### src/rtl/fslm_fifo.sv
`default_nettype none
// ----------------------------------------------------------------------------
// fslm_fifo
// Two-entry queue between the front and back parts.
// ----------------------------------------------------------------------------
module fslm_fifo #(
  parameter int WIDTH = 8
) (
  input  wire logic             clk,
  input  wire logic             rst,
  input  wire logic             push,
  input  wire logic [WIDTH-1:0] push_data,
  input  wire logic             pop,
  output logic      [WIDTH-1:0] head,
  output logic                  full,
  output logic                  empty
);

  logic [WIDTH-1:0] mem [2];
  logic             wptr;
  logic             rptr;
  logic [1:0]       count;

  always_ff @(posedge clk) begin
    if (rst) begin
      wptr  <= 1'b0;
      rptr  <= 1'b0;
      count <= 2'd0;
    end else begin
      if (push) wptr <= ~wptr;
      if (pop) rptr <= ~rptr;
      count <= count + 2'(push) - 2'(pop);
    end
  end

  always_ff @(posedge clk) begin
    if (push) mem[wptr] <= push_data;
  end

  assign head  = mem[rptr];
  assign full  = (count == 2'd2);
  assign empty = (count == 2'd0);

endmodule
`default_nettype wire

### config.mk
export PLATFORM = sky130hd
export DESIGN_NAME = fslm_fifo
export DESIGN_NICKNAME = d
export VERILOG_FILES = /design/src/rtl/fslm_fifo.sv
export SDC_FILE = /design/constraint.sdc
export NUM_CORES = 1
export LEC_CHECK = 0
export BUFFER_PORTS_ARGS = -buffer_cell sky130_fd_sc_hd__buf_4
export CORE_MARGIN = 2
export CORE_UTILIZATION = 40
export CTS_CLUSTER_DIAMETER = 200
export DETAILED_ROUTE_END_ITERATION = 8
export MAX_ROUTING_LAYER = met4
export PLACE_DENSITY = 0.66
export SLEW_MARGIN = 5
export SYNTH_ARGS = -nofsm -noshare
export SYNTH_HDL_FRONTEND = slang
export SYNTH_SLANG_ARGS = --single-unit
### constraint.sdc
create_clock -name clk -period 1.2 [get_ports clk]
set_input_delay 0.06 -clock clk [delete_from_list [all_inputs] [get_ports clk]]
set_output_delay 0.06 -clock clk [all_outputs]
set_load 0.1 [all_outputs]
==> summary.md <==
| Metric | Value |
|---|---|
| Post-Synthesis Cell Area | 792 µm² |
| Htree depth | 1 |
| CTS Buffer Depth | 2 |
| Rows | 16 |
| Wire per inst | 12.1 µm |
| TritonCTS buffer count | 3 |
| Area grow syn2layout | 66.2% |
| Synth Area in Compound Gates | 0% |
| CP endpoint kind | output pin |
| GR peak layer | met2 |
| Die boundary height | 48.5 µm |
| Setup ws final | -0.121 ns |
| Synth warnings | 0 |
| Number of max-cap violations | 0 |
| Vias | 492 |
| Simple-gate portion of the synthesized area | 5.53% |
| Worst-skew pair later-pin latency | 0.30 ns |
| Adder-cell share of the synthesized area | 3.16% |
| Synthesized flop and latch total | 21 |
| Minimum clock period | 1.32 ns |
| Vias in the first global route | 519 |
| Final Setup Violations | 8 |
| Post-Synth XOR/XNOR Area | 5.06% |
| First-pass GRT wire length | 2.23 mm |
| Critical path required time | 1.14 ns |
| Die X | 48.5 µm |
| NumNets Final | 99 |
| DP HPWL | 873 µm |
| Gpl congestion | 0.706 |
| Post-synthesis mux area share | 11.4% |
| Final hold vios | 0 |
| TritonCTS clock tree | yes |
| Mapped Avg Cell Area | 17.2 µm² |
| CTS sink count | 21 |
| Diodes inserted | 0 |
| Num ports | 22 |
| Grt ovf | 0 |
| Cell count after synthesis | 46 |
| Share of layout cells above drive strength 1 | 54.8% |
| Placed inst area | 0.00102 mm² |
| CP peak stage delay | 0.35 ns |
| Final core occ | 68.5% |
| Slew @ Worst Pin | 0.417 ns |
| Slowest stage cell, crit path | dfxtp_2 |
| CP arrival | 1.26 ns |
| Drt drc | 0 |
| Netlist cell types | 11 |
| Clock Tree Root | clkbuf_4 |
| GRT met1 Usage | 14.5% |
| Worst min path class | input port to flip-flop |
| Setup TNS | -0.929 ns |
| Crit Path Class | flip-flop to output pin |
| Max Clk Rate | 757 MHz |
| Met2 Track Usage GR | 23.1% |
| Max FO, Critical Path | 5 |
| Drt initial violations | 4 |
| Clock skew | 0.00532 ns |
| Global Route Usage Sum | 13.1% |
| Max transition margin | 72.2% |
| Period utilization | 110% |
| DR vias/cell | 4.43 |
| Initial Utilization | 41.2% |
| Type of origin of the critical path | flip-flop |
| Port Buffers | 21 |
| Status | finished, violations left |
| Final-layout fill cell count | 153 |
| CORE AREA | 0.00192 mm² |
| GR Layer Usage met3 | 3.09% |
| Leak | 0.535 nW |
| Total die area | 0.00235 mm² |
| Initial antenna violation count | 0 |
| Final ANT Viol Nets | 0 |
| Post-route cell area | 0.00132 mm² |
| VDD IR-drop max | 0.701 mV |
| Largest family of logic cells by synthesized area | multiplexers |
| CP Cell Sequence | buf_6, mux2_4, buf_12 |
| Fin. max-slew vios | 0 |
| Final WL | 1.34 mm |
| DR pass1 iterations | 2 |
| Failing checks | setup timing |
| Pin count of the biggest net entering global routing | 13 |
| PD cells | 1560 mW/mm² |
| Clock Pin Slew Worst Setup and Hold Paths | 0.11 ns |
| Syn_nets | 60 |
| Worst hold slack | 0.0388 ns |
| Place WS | 0.0250 ns |
| Buffer count from post-CTS setup fixing | 0 |
| RSZ-0062 raised after global routing | yes |
| Sequential area share after synthesis | 73.3% |
==> cell usage in the layout, fill, tap and decap left out <==
cell,count
clkinv_2,1
inv_2,2
xnor2_1,2
dlygate4sd3_1,9
nor2_2,1
nor2b_1,2
nor2_1,4
buf_12,9
mux2_4,8
ha_4,2
edfxtp_1,16
dfxtp_2,2
and2_1,1
xnor3_1,1
buf_4,15
nor2b_2,1
dfxtp_1,3
clkbuf_4,3
buf_6,2
==> critical path, delay by kind of cell (launching register included) <==
family | cells | cell delay [ns]
buffers and inverters | 2 | 0.30
DFF | 1 | 0.35
muxes | 1 | 0.32
==> cells in the mapped netlist <==
| library cell | n | area (µm²) |
|---|---|---|
| inv_1 | 2 | 7.51 |
| dfxtp_1 | 5 | 100 |
| and2_1 | 1 | 6.26 |
| edfxtp_1 | 16 | 480 |
| buf_2 | 1 | 5.00 |
| mux2_2 | 8 | 90.1 |
| xnor3_1 | 1 | 22.5 |
| ha_1 | 2 | 25.0 |
| nor2b_1 | 3 | 18.8 |
| nor2_1 | 5 | 18.8 |
| xnor2_1 | 2 | 17.5 |
==> area by class of cell <==
| class | count | area [µm²] | share of cell area, % |
|---|---|---|---|
| clock buffer | 3 | 22.5 | 1.71 |
| clock inverter | 1 | 5.00 | 0.380 |
| multi-input combinational | 22 | 259 | 19.7 |
| timing repair buffer | 35 | 405 | 30.8 |
| inverter | 2 | 7.51 | 0.570 |
| tap | 27 | 33.8 | 2.57 |
| sequential | 21 | 583 | 44.3 |
==> metal layers <==
layer | share of wire (%) | up-vias
li1 | - | 238
met1 | 38 | 238
met2 | 57 | 14
met3 | 3.9 | 2
met4 | 0.97 | 0
met5 | 0 | -
==> what timing repair did <==
action	4_1_cts	5_1_grt
endpoints found under the hold margin	21	0
resized for setup	35	9
endpoints found under the setup margin	9	10
hold buffers	9	0
gates cloned	0	0
pin swaps	0	2
==> path summary, 6_finish.rpt <==
check	from	endpoint	slack [ns]	cells past startpoint
setup / recovery	flip-flop	head[7]	-0.12	3
hold reg to reg	wptr$_SDFFE_PP0P_	wptr$_SDFFE_PP0P_	0.55	2
setup reg to reg	count[0]$_SDFF_PP0_	count[1]$_SDFF_PP0_	0.06	6
hold / removal	push	wptr$_SDFFE_PP0P_	0.04	3
==> state kept, by name, indices dropped and copies added (netlist names), named ones only <==
| signal | cells |
|---|---|
| mem | 16 |
| count | 2 |
| rptr | 1 |
| wptr | 1 |
==> cell families after synthesis <==
kind of cell	after synthesis
xor gates and xnor gates	3
DFF	21
adders and majority gates	2
buffers and inverters	3
and+or+nand+nor	9
muxes	8
==> where the power goes <==
group          switching (mW)  total [mW]  internal (mW)
logic                   0.502       0.852          0.350
clock network           0.204       0.328          0.124
registers              0.0280       0.874          0.846
total                   0.734        2.05           1.32
==> per-stage QoR <==
| step | instances | power [mW] |
|---|---|---|
| 4_1_cts | 111 | 2.01 |
| 2_1_floorplan | 46 | 1.39 |
| 5_1_grt | 111 | 2.13 |
| 3_5_place_dp | 98 | 1.55 |
| 3_3_place_gp | 98 | 1.53 |
| 6_report | 111 | 2.05 |
Power figures use the tool's default switching activity.
