`src/rtl/fslm_pkg.sv`:
```
`default_nettype none
// ----------------------------------------------------------------------------
// fslm_pkg
// Shared types, constants and helpers for the frame stage latency monitor.
// ----------------------------------------------------------------------------
package fslm_pkg;

  localparam int RING_ENTRIES_DEF = 256;
  localparam int NUM_STAGES       = 5;
  localparam int ID_W             = 32;
  localparam int TS_W             = 48;
  localparam int DLT_W            = 32;
  localparam int ACT_W            = 3;
  localparam int COUNT_OUT_W      = 9;
  localparam int IN_TDATA_W       = 80;
  localparam int OUT_TDATA_W      = 336;

  typedef enum logic [ACT_W-1:0] {
    ACT_CAPTURE = 3'd0,
    ACT_DECODE  = 3'd1,
    ACT_FILTER  = 3'd2,
    ACT_ENCODE  = 3'd3,
    ACT_SEND    = 3'd4,
    ACT_QUERY   = 3'd5,
    ACT_CLEAR   = 3'd6,
    ACT_RSVD    = 3'd7
  } action_t;

  typedef enum logic [1:0] {
    F_IDLE,
    F_DIV,
    F_PUSH
  } front_state_t;

  typedef enum logic [2:0] {
    B_SWEEP,
    B_IDLE,
    B_EV_WR,
    B_WALK,
    B_DRAIN,
    B_DIV_GO,
    B_DIV_WAIT,
    B_OUT
  } back_state_t;

  // modulo 2^48 difference, saturated to 32 bits
  function automatic logic [DLT_W-1:0] delta_sat(input logic [TS_W-1:0] later,
                                                 input logic [TS_W-1:0] earlier);
    logic [TS_W-1:0] d;
    d = later - earlier;
    return (|d[TS_W-1:DLT_W]) ? '1 : d[DLT_W-1:0];
  endfunction

endpackage
`default_nettype wire

```
`src/rtl/fslm_front.sv`:
```
`default_nettype none
// ----------------------------------------------------------------------------
// fslm_front
// Accepts input words, tracks the last captured id, works out the ring slot
// and the query window, and queues the decoded operation.
// ----------------------------------------------------------------------------
module fslm_front #(
  parameter int RING_ENTRIES = fslm_pkg::RING_ENTRIES_DEF,
  localparam int IDX_W = $clog2(RING_ENTRIES),
  localparam int CNT_W = $clog2(RING_ENTRIES + 1),
  localparam int Q_W   = IDX_W + fslm_pkg::TS_W + fslm_pkg::ID_W + fslm_pkg::ACT_W
) (
  input  wire logic                                clk,
  input  wire logic                                rst,
  input  wire logic                                s_tvalid,
  output logic                                     s_tready,
  input  wire logic [fslm_pkg::ACT_W-1:0]          s_tuser,
  input  wire logic [fslm_pkg::IN_TDATA_W-1:0]     s_tdata,
  input  wire logic                                sweeping,
  input  wire logic                                q_full,
  output logic                                     q_push,
  output logic      [Q_W-1:0]                      q_data
);

  localparam bit POW2 = (RING_ENTRIES & (RING_ENTRIES - 1)) == 0;
  localparam int MAG_SH = fslm_pkg::ID_W + IDX_W;
  localparam longint unsigned MAGIC =
    ((64'd1 << MAG_SH) + 64'(RING_ENTRIES) - 64'd1) / 64'(RING_ENTRIES);

  fslm_pkg::front_state_t fstate, fstate_next;
  logic [fslm_pkg::ACT_W-1:0] act;
  logic [fslm_pkg::ID_W-1:0]  id;
  logic [fslm_pkg::TS_W-1:0]  ts;
  logic [fslm_pkg::ID_W-1:0]  red;
  logic [fslm_pkg::ID_W:0]    magic;
  logic [2*fslm_pkg::ID_W:0]  prod;
  logic [fslm_pkg::ID_W-1:0]  quo;
  logic [fslm_pkg::ID_W-1:0]  diff;
  logic [IDX_W-1:0]           rem;
  logic                       div_step;
  logic [fslm_pkg::ID_W-1:0]  last;
  logic [fslm_pkg::ID_W:0]    last1;
  logic [CNT_W-1:0]           samples;
  logic [fslm_pkg::ID_W-1:0]  start;
  logic [IDX_W-1:0]           slot;
  logic                       accept;
  logic                       in_act_ok;

  assign accept    = s_tvalid && s_tready;
  assign in_act_ok = (s_tuser != fslm_pkg::ACT_RSVD);
  assign last1     = {1'b0, last} + 33'd1;
  assign samples   = (last1 > 33'(RING_ENTRIES)) ? CNT_W'(RING_ENTRIES)
                                                 : last1[CNT_W-1:0];
  assign start     = last1[fslm_pkg::ID_W-1:0] - fslm_pkg::ID_W'(samples);
  // slot by reciprocal multiplication: quotient, then remainder
  assign magic     = (fslm_pkg::ID_W+1)'(MAGIC);
  assign prod      = {33'd0, red} * {32'd0, magic};
  assign diff      = red - quo * fslm_pkg::ID_W'(RING_ENTRIES);
  assign slot      = POW2 ? red[IDX_W-1:0] : rem;

  always_comb begin
    fstate_next = fstate;
    unique case (fstate)
      fslm_pkg::F_IDLE: begin
        if (accept && in_act_ok) fstate_next = POW2 ? fslm_pkg::F_PUSH : fslm_pkg::F_DIV;
      end
      fslm_pkg::F_DIV: begin
        if (div_step) fstate_next = fslm_pkg::F_PUSH;
      end
      fslm_pkg::F_PUSH: begin
        if (!q_full) fstate_next = fslm_pkg::F_IDLE;
      end
      default: fstate_next = fslm_pkg::F_IDLE;
    endcase
  end

  always_comb begin
    s_tready = (fstate == fslm_pkg::F_IDLE) && !sweeping;
    q_push   = (fstate == fslm_pkg::F_PUSH) && !q_full;
    q_data   = {slot, ts, id, act};
  end

  always_ff @(posedge clk) begin
    if (rst) begin
      fstate   <= fslm_pkg::F_IDLE;
      last     <= '0;
      div_step <= 1'b0;
    end else begin
      fstate <= fstate_next;
      if (accept && in_act_ok) begin
        div_step <= 1'b0;
        if (s_tuser == fslm_pkg::ACT_CAPTURE) last <= s_tdata[31:0];
        else if (s_tuser == fslm_pkg::ACT_CLEAR) last <= '0;
      end else if (fstate == fslm_pkg::F_DIV) begin
        div_step <= 1'b1;
      end
    end
  end

  always_ff @(posedge clk) begin
    if (accept) begin
      act <= s_tuser;
      if (s_tuser == fslm_pkg::ACT_QUERY) begin
        id  <= start;
        ts  <= fslm_pkg::TS_W'(samples);
        red <= start;
      end else begin
        id  <= s_tdata[31:0];
        ts  <= s_tdata[79:32];
        red <= s_tdata[31:0];
      end
    end else if (fstate == fslm_pkg::F_DIV) begin
      if (!div_step) quo <= fslm_pkg::ID_W'(prod >> MAG_SH);
      else rem <= diff[IDX_W-1:0];
    end
  end

endmodule
`default_nettype wire

```
`config.mk`:
```
export PLATFORM = sky130hd
export DESIGN_NAME = fslm_front
export DESIGN_NICKNAME = d
export VERILOG_FILES = /design/src/rtl/fslm_pkg.sv /design/src/rtl/fslm_front.sv
export SDC_FILE = /design/constraint.sdc
export NUM_CORES = 1
export LEC_CHECK = 0
export ABC_AREA = 1
export BUFFER_PORTS_ARGS = -buffer_cell sky130_fd_sc_hd__buf_2
export CORE_UTILIZATION = 53
export DETAILED_ROUTE_END_ITERATION = 7
export PLACE_DENSITY_LB_ADDON = 0.3
export RECOVER_POWER = 50
export SLEW_MARGIN = 25
export SYNTH_ARGS = -nofsm -noshare
export SYNTH_HDL_FRONTEND = slang
export SYNTH_SLANG_ARGS = --single-unit
```
`constraint.sdc`:
```
create_clock -name clk -period 11 [get_ports clk]
set_clock_uncertainty 0.2 [all_clocks]
set_input_delay 0.55 -clock clk [delete_from_list [all_inputs] [get_ports clk]]
set_output_delay 0.55 -clock clk [all_outputs]
set_load 0.02 [all_outputs]
```
==> key figures <==
Setup path
  • Worst setup EP type: flop
  • Buf/Inv on CP: 3
  • Reg2Reg Setup Slack: 4.91 ns
  • Launching point of the worst reg2reg path: fstate[1]
  • R2R depth: 9
  • Worst path slowest cell: clkbuf_1
  • CP Data Arrival Time: between 6 and 7 ns
  • Crit path launch type: flop
  • Worst path depth: 9
  • Slowest stage delay, CP: 3.03 ns
  • FF-to-FF End: last[8]
  • WS Path Type: flop to flop
  • Top Family by Delay on Critical Path: buffers and inverters
  • Critical path fanouts, max: 84
  • Cells along the critical path: nor3b_1, clkbuf_1, o21ai_0, nor4_2, buf_4, nor2_2, buf_4, nand2_1, a21oi_1
  • WP data required: approximately 11 ns
  • Most common cell on crit path: buf_4

Hold path
  • Hold path cells: 3
  • Worst hold path class: primary input to flop
  • Hold Startpoint: s_tdata[0]
  • Hold path endpoint: last[0]

Global route
  • Gr usage total: 0.285
  • Number of global-route vias before repair: 5839
  • Largest net degree at the start of global routing: 85
  • Initial antenna violation count: 0
  • First-pass GRT wire length: about 28000 microns
  • Total grt overflow: 0

Clock tree
  • PostCTS Resize Cnt: 0
  • Clock Latency Late Sink: 0.42 ns
  • Clk slew on worst S/H paths: ~0.06 ns
  • Max H-tree Level: 4
  • Clock Tree Root: clkbuf_16
  • CTS tree: done
  • Post-CTS setup buffers: 0
  • Clock sink count: roughly 120
  • CTS Buf Count: 17
  • CTS Buffer Depth: 2
  • Post-cts hold buffer count: 0

Layout
  • Antenna Cells: 0
  • NumNets Final: around 1100
  • Synthesis-to-finish area growth: 21.2%
  • Fraction of layout instances using a drive strength above 1: 0.172

Floorplanning
  • Starting density of the core: 0.552
  • Chip height: approximately 110 microns
  • # IOs: around 180
  • Core ar.: ~12000 sq um
  • Die ar.: approximately 13000 sq um
  • Num rows: 40
  • Die W: ~110 microns

Logic synthesis
  • Post-Synthesis Net Count: between 900 and 1000
  • Cell variety after synth: 39
  • Mapped cell area: approximately 6700 sq um
  • Number of synthesized flops with an enable pin: a little over 80
  • Async S/R FF share, synth: 0
  • Sequential share of the synthesized area: 0.470
  • Post-synth top area share: 0.372
  • Leading area contributor after synthesis: edfxtp_1
  • Cell with the most instances after synthesis: nand2_1
  • Synth warn: 0
  • Avg Inst Size Synth: ~7.6 sq um
  • Synth cell count leaders: 282 x nand2_1, 128 x nor2_1, 100 x inv_1
  • Mapped Cells: ~880
  • Top_reg_cell synth: edfxtp_1
  • Top post-synthesis cells by area: edfxtp_1 37%, nand2_1 16%, dfxtp_1 9.8%
  • Yosys reg bits: approximately 120

STA
  • Worst slew pin tran: 4.31 ns
  • Max_slew headroom: -1.87
  • Period utilization: 0.554
  • Hold Fails Final Rpt: 0
  • Final Hold Slack: about 0.19 ns
  • Slew Limit Fails: between 150 and 200
  • Final critical-path required period: between 6 and 7 ns
  • TNS Setup: 0 ns
  • Finish-stage setup viols: 0
  • RSZ-0062 raised after global routing: false
  • Fmax: between 150 and 200 MHz

Detailed routing
  • Vias: 6333
  • Starting DRT DRC Count: 520
  • DRT antenna net count: 0
  • Vias per inst: 5.12
  • Post-Route WL: 18000 microns
  • Wire per inst: ~15 microns
  • Drt pass-1 iters: 5
  • DRC: 0

Status
  • Outcome: complete, but fails checks
  • Violated checks: max-capacitance violations, max-slew violations

Place
  • GP Congestion: about 0.94
  • Final HPWL DP: 13500 microns
  • IO buf count: 180

Power and ir drop
  • P per Cell Area: about 140 nW/um^2
  • P_leak: around 3.6 nW
  • Peak supply drop: ~0.064 mV

Flow run
  • Max-cap violations: 2
## metrics by stage
stage	setup slack (ns)	utilization	total power [W]	std cells	instance area (sq um)
floorplan	1.62	-	0.000606	884	6710
global placement	7.49	0.633	0.000649	1204	7700
detailed placement	7.38	0.633	0.000652	1204	7700
CTS	7.31	0.679	0.00116	1236	8260
global route	4.39	0.669	0.00120	1236	8130
finish	4.91	0.669	0.00116	1236	8130
## flip-flops by register name (all words and copies together) (netlist names)
signal,count
act,3
fstate,1
last,32
red,32
ts,48
## worst max-delay path by stage
stage / start / end / slack, ns
after floorplan: sweeping / last[10] / 1.62
after global placement: last[3] / red[30] / 7.49
after detailed placement: last[3] / red[18] / 7.38
after CTS: last[1] / red[18] / 7.31
after global routing: fstate[1] / last[31] / 4.39
final: fstate[1] / last[8] / 4.91
## layer usage
layer	track usage	part of all wire
met1	0.366	0.43
met2	0.461	0.46
met3	0.0593	0.085
met4	0.138	0.028
met5	0	0
## layout make-up
type                    instances  area, sq um
multi-input cells             627         2990
well taps                     168          210
clock buffers                  17          425
fillers                      1101         4030
clock inverters                15          134
repair buffers                185          811
inverters                     108          405
flip-flops and latches        116         3150
## kinds of logic (layout without fill, tap and decap cells)
logic type,Yosys count,count (layout),share of synthesized area
buffers and inverters,141,325,0.0862
adder cells (fa/ha/maj),3,3,0.00560
AO/OA/AOI/OAI,72,72,0.0595
flip-flops,116,116,0.470
other,1,1,0.000559
AND/OR/NAND/NOR,543,543,0.368
XOR/XNOR,8,8,0.0104
## worst register-to-register path: stages, from the launching register on
cell,delay (ns)
dfxtp_1,0.33
nor3b_1,0.21
clkbuf_1,3.03
o21ai_0,0.90
nor4_2,0.41
buf_4,0.40
nor2_2,0.05
buf_4,0.25
nand2_1,0.10
a21oi_1,0.07
## cells in the final DEF, fill, tap and decap left out, types with 4 or more instances in the layout
cell,count
nand2_1,282
nor2_1,127
inv_1,100
clkbuf_1,98
buf_2,84
edfxtp_1,83
nand3_1,44
a21oi_1,40
dfxtp_1,33
nand2_2,22
clkbuf_16,17
nand4_1,16
nor2_2,12
o21ai_0,11
o31ai_1,9
xor2_1,8
nand3b_1,7
inv_2,7
nor2_8,5
nand3_2,5
clkinvlp_4,5
nor2_4,4
o21ai_1,4
nor3_1,4
a31oi_1,4
clkinv_4,4
## power breakdown
part,switching [W],internal [W],leakage (nW)
Clock,0.000206,0.000310,0.259
Combinational,0.000100,0.0000439,2.29
Sequential,0.00000619,0.000492,1.05
Total,0.000313,0.000846,3.60
Note: power is estimated with default switching activity, not from simulation.
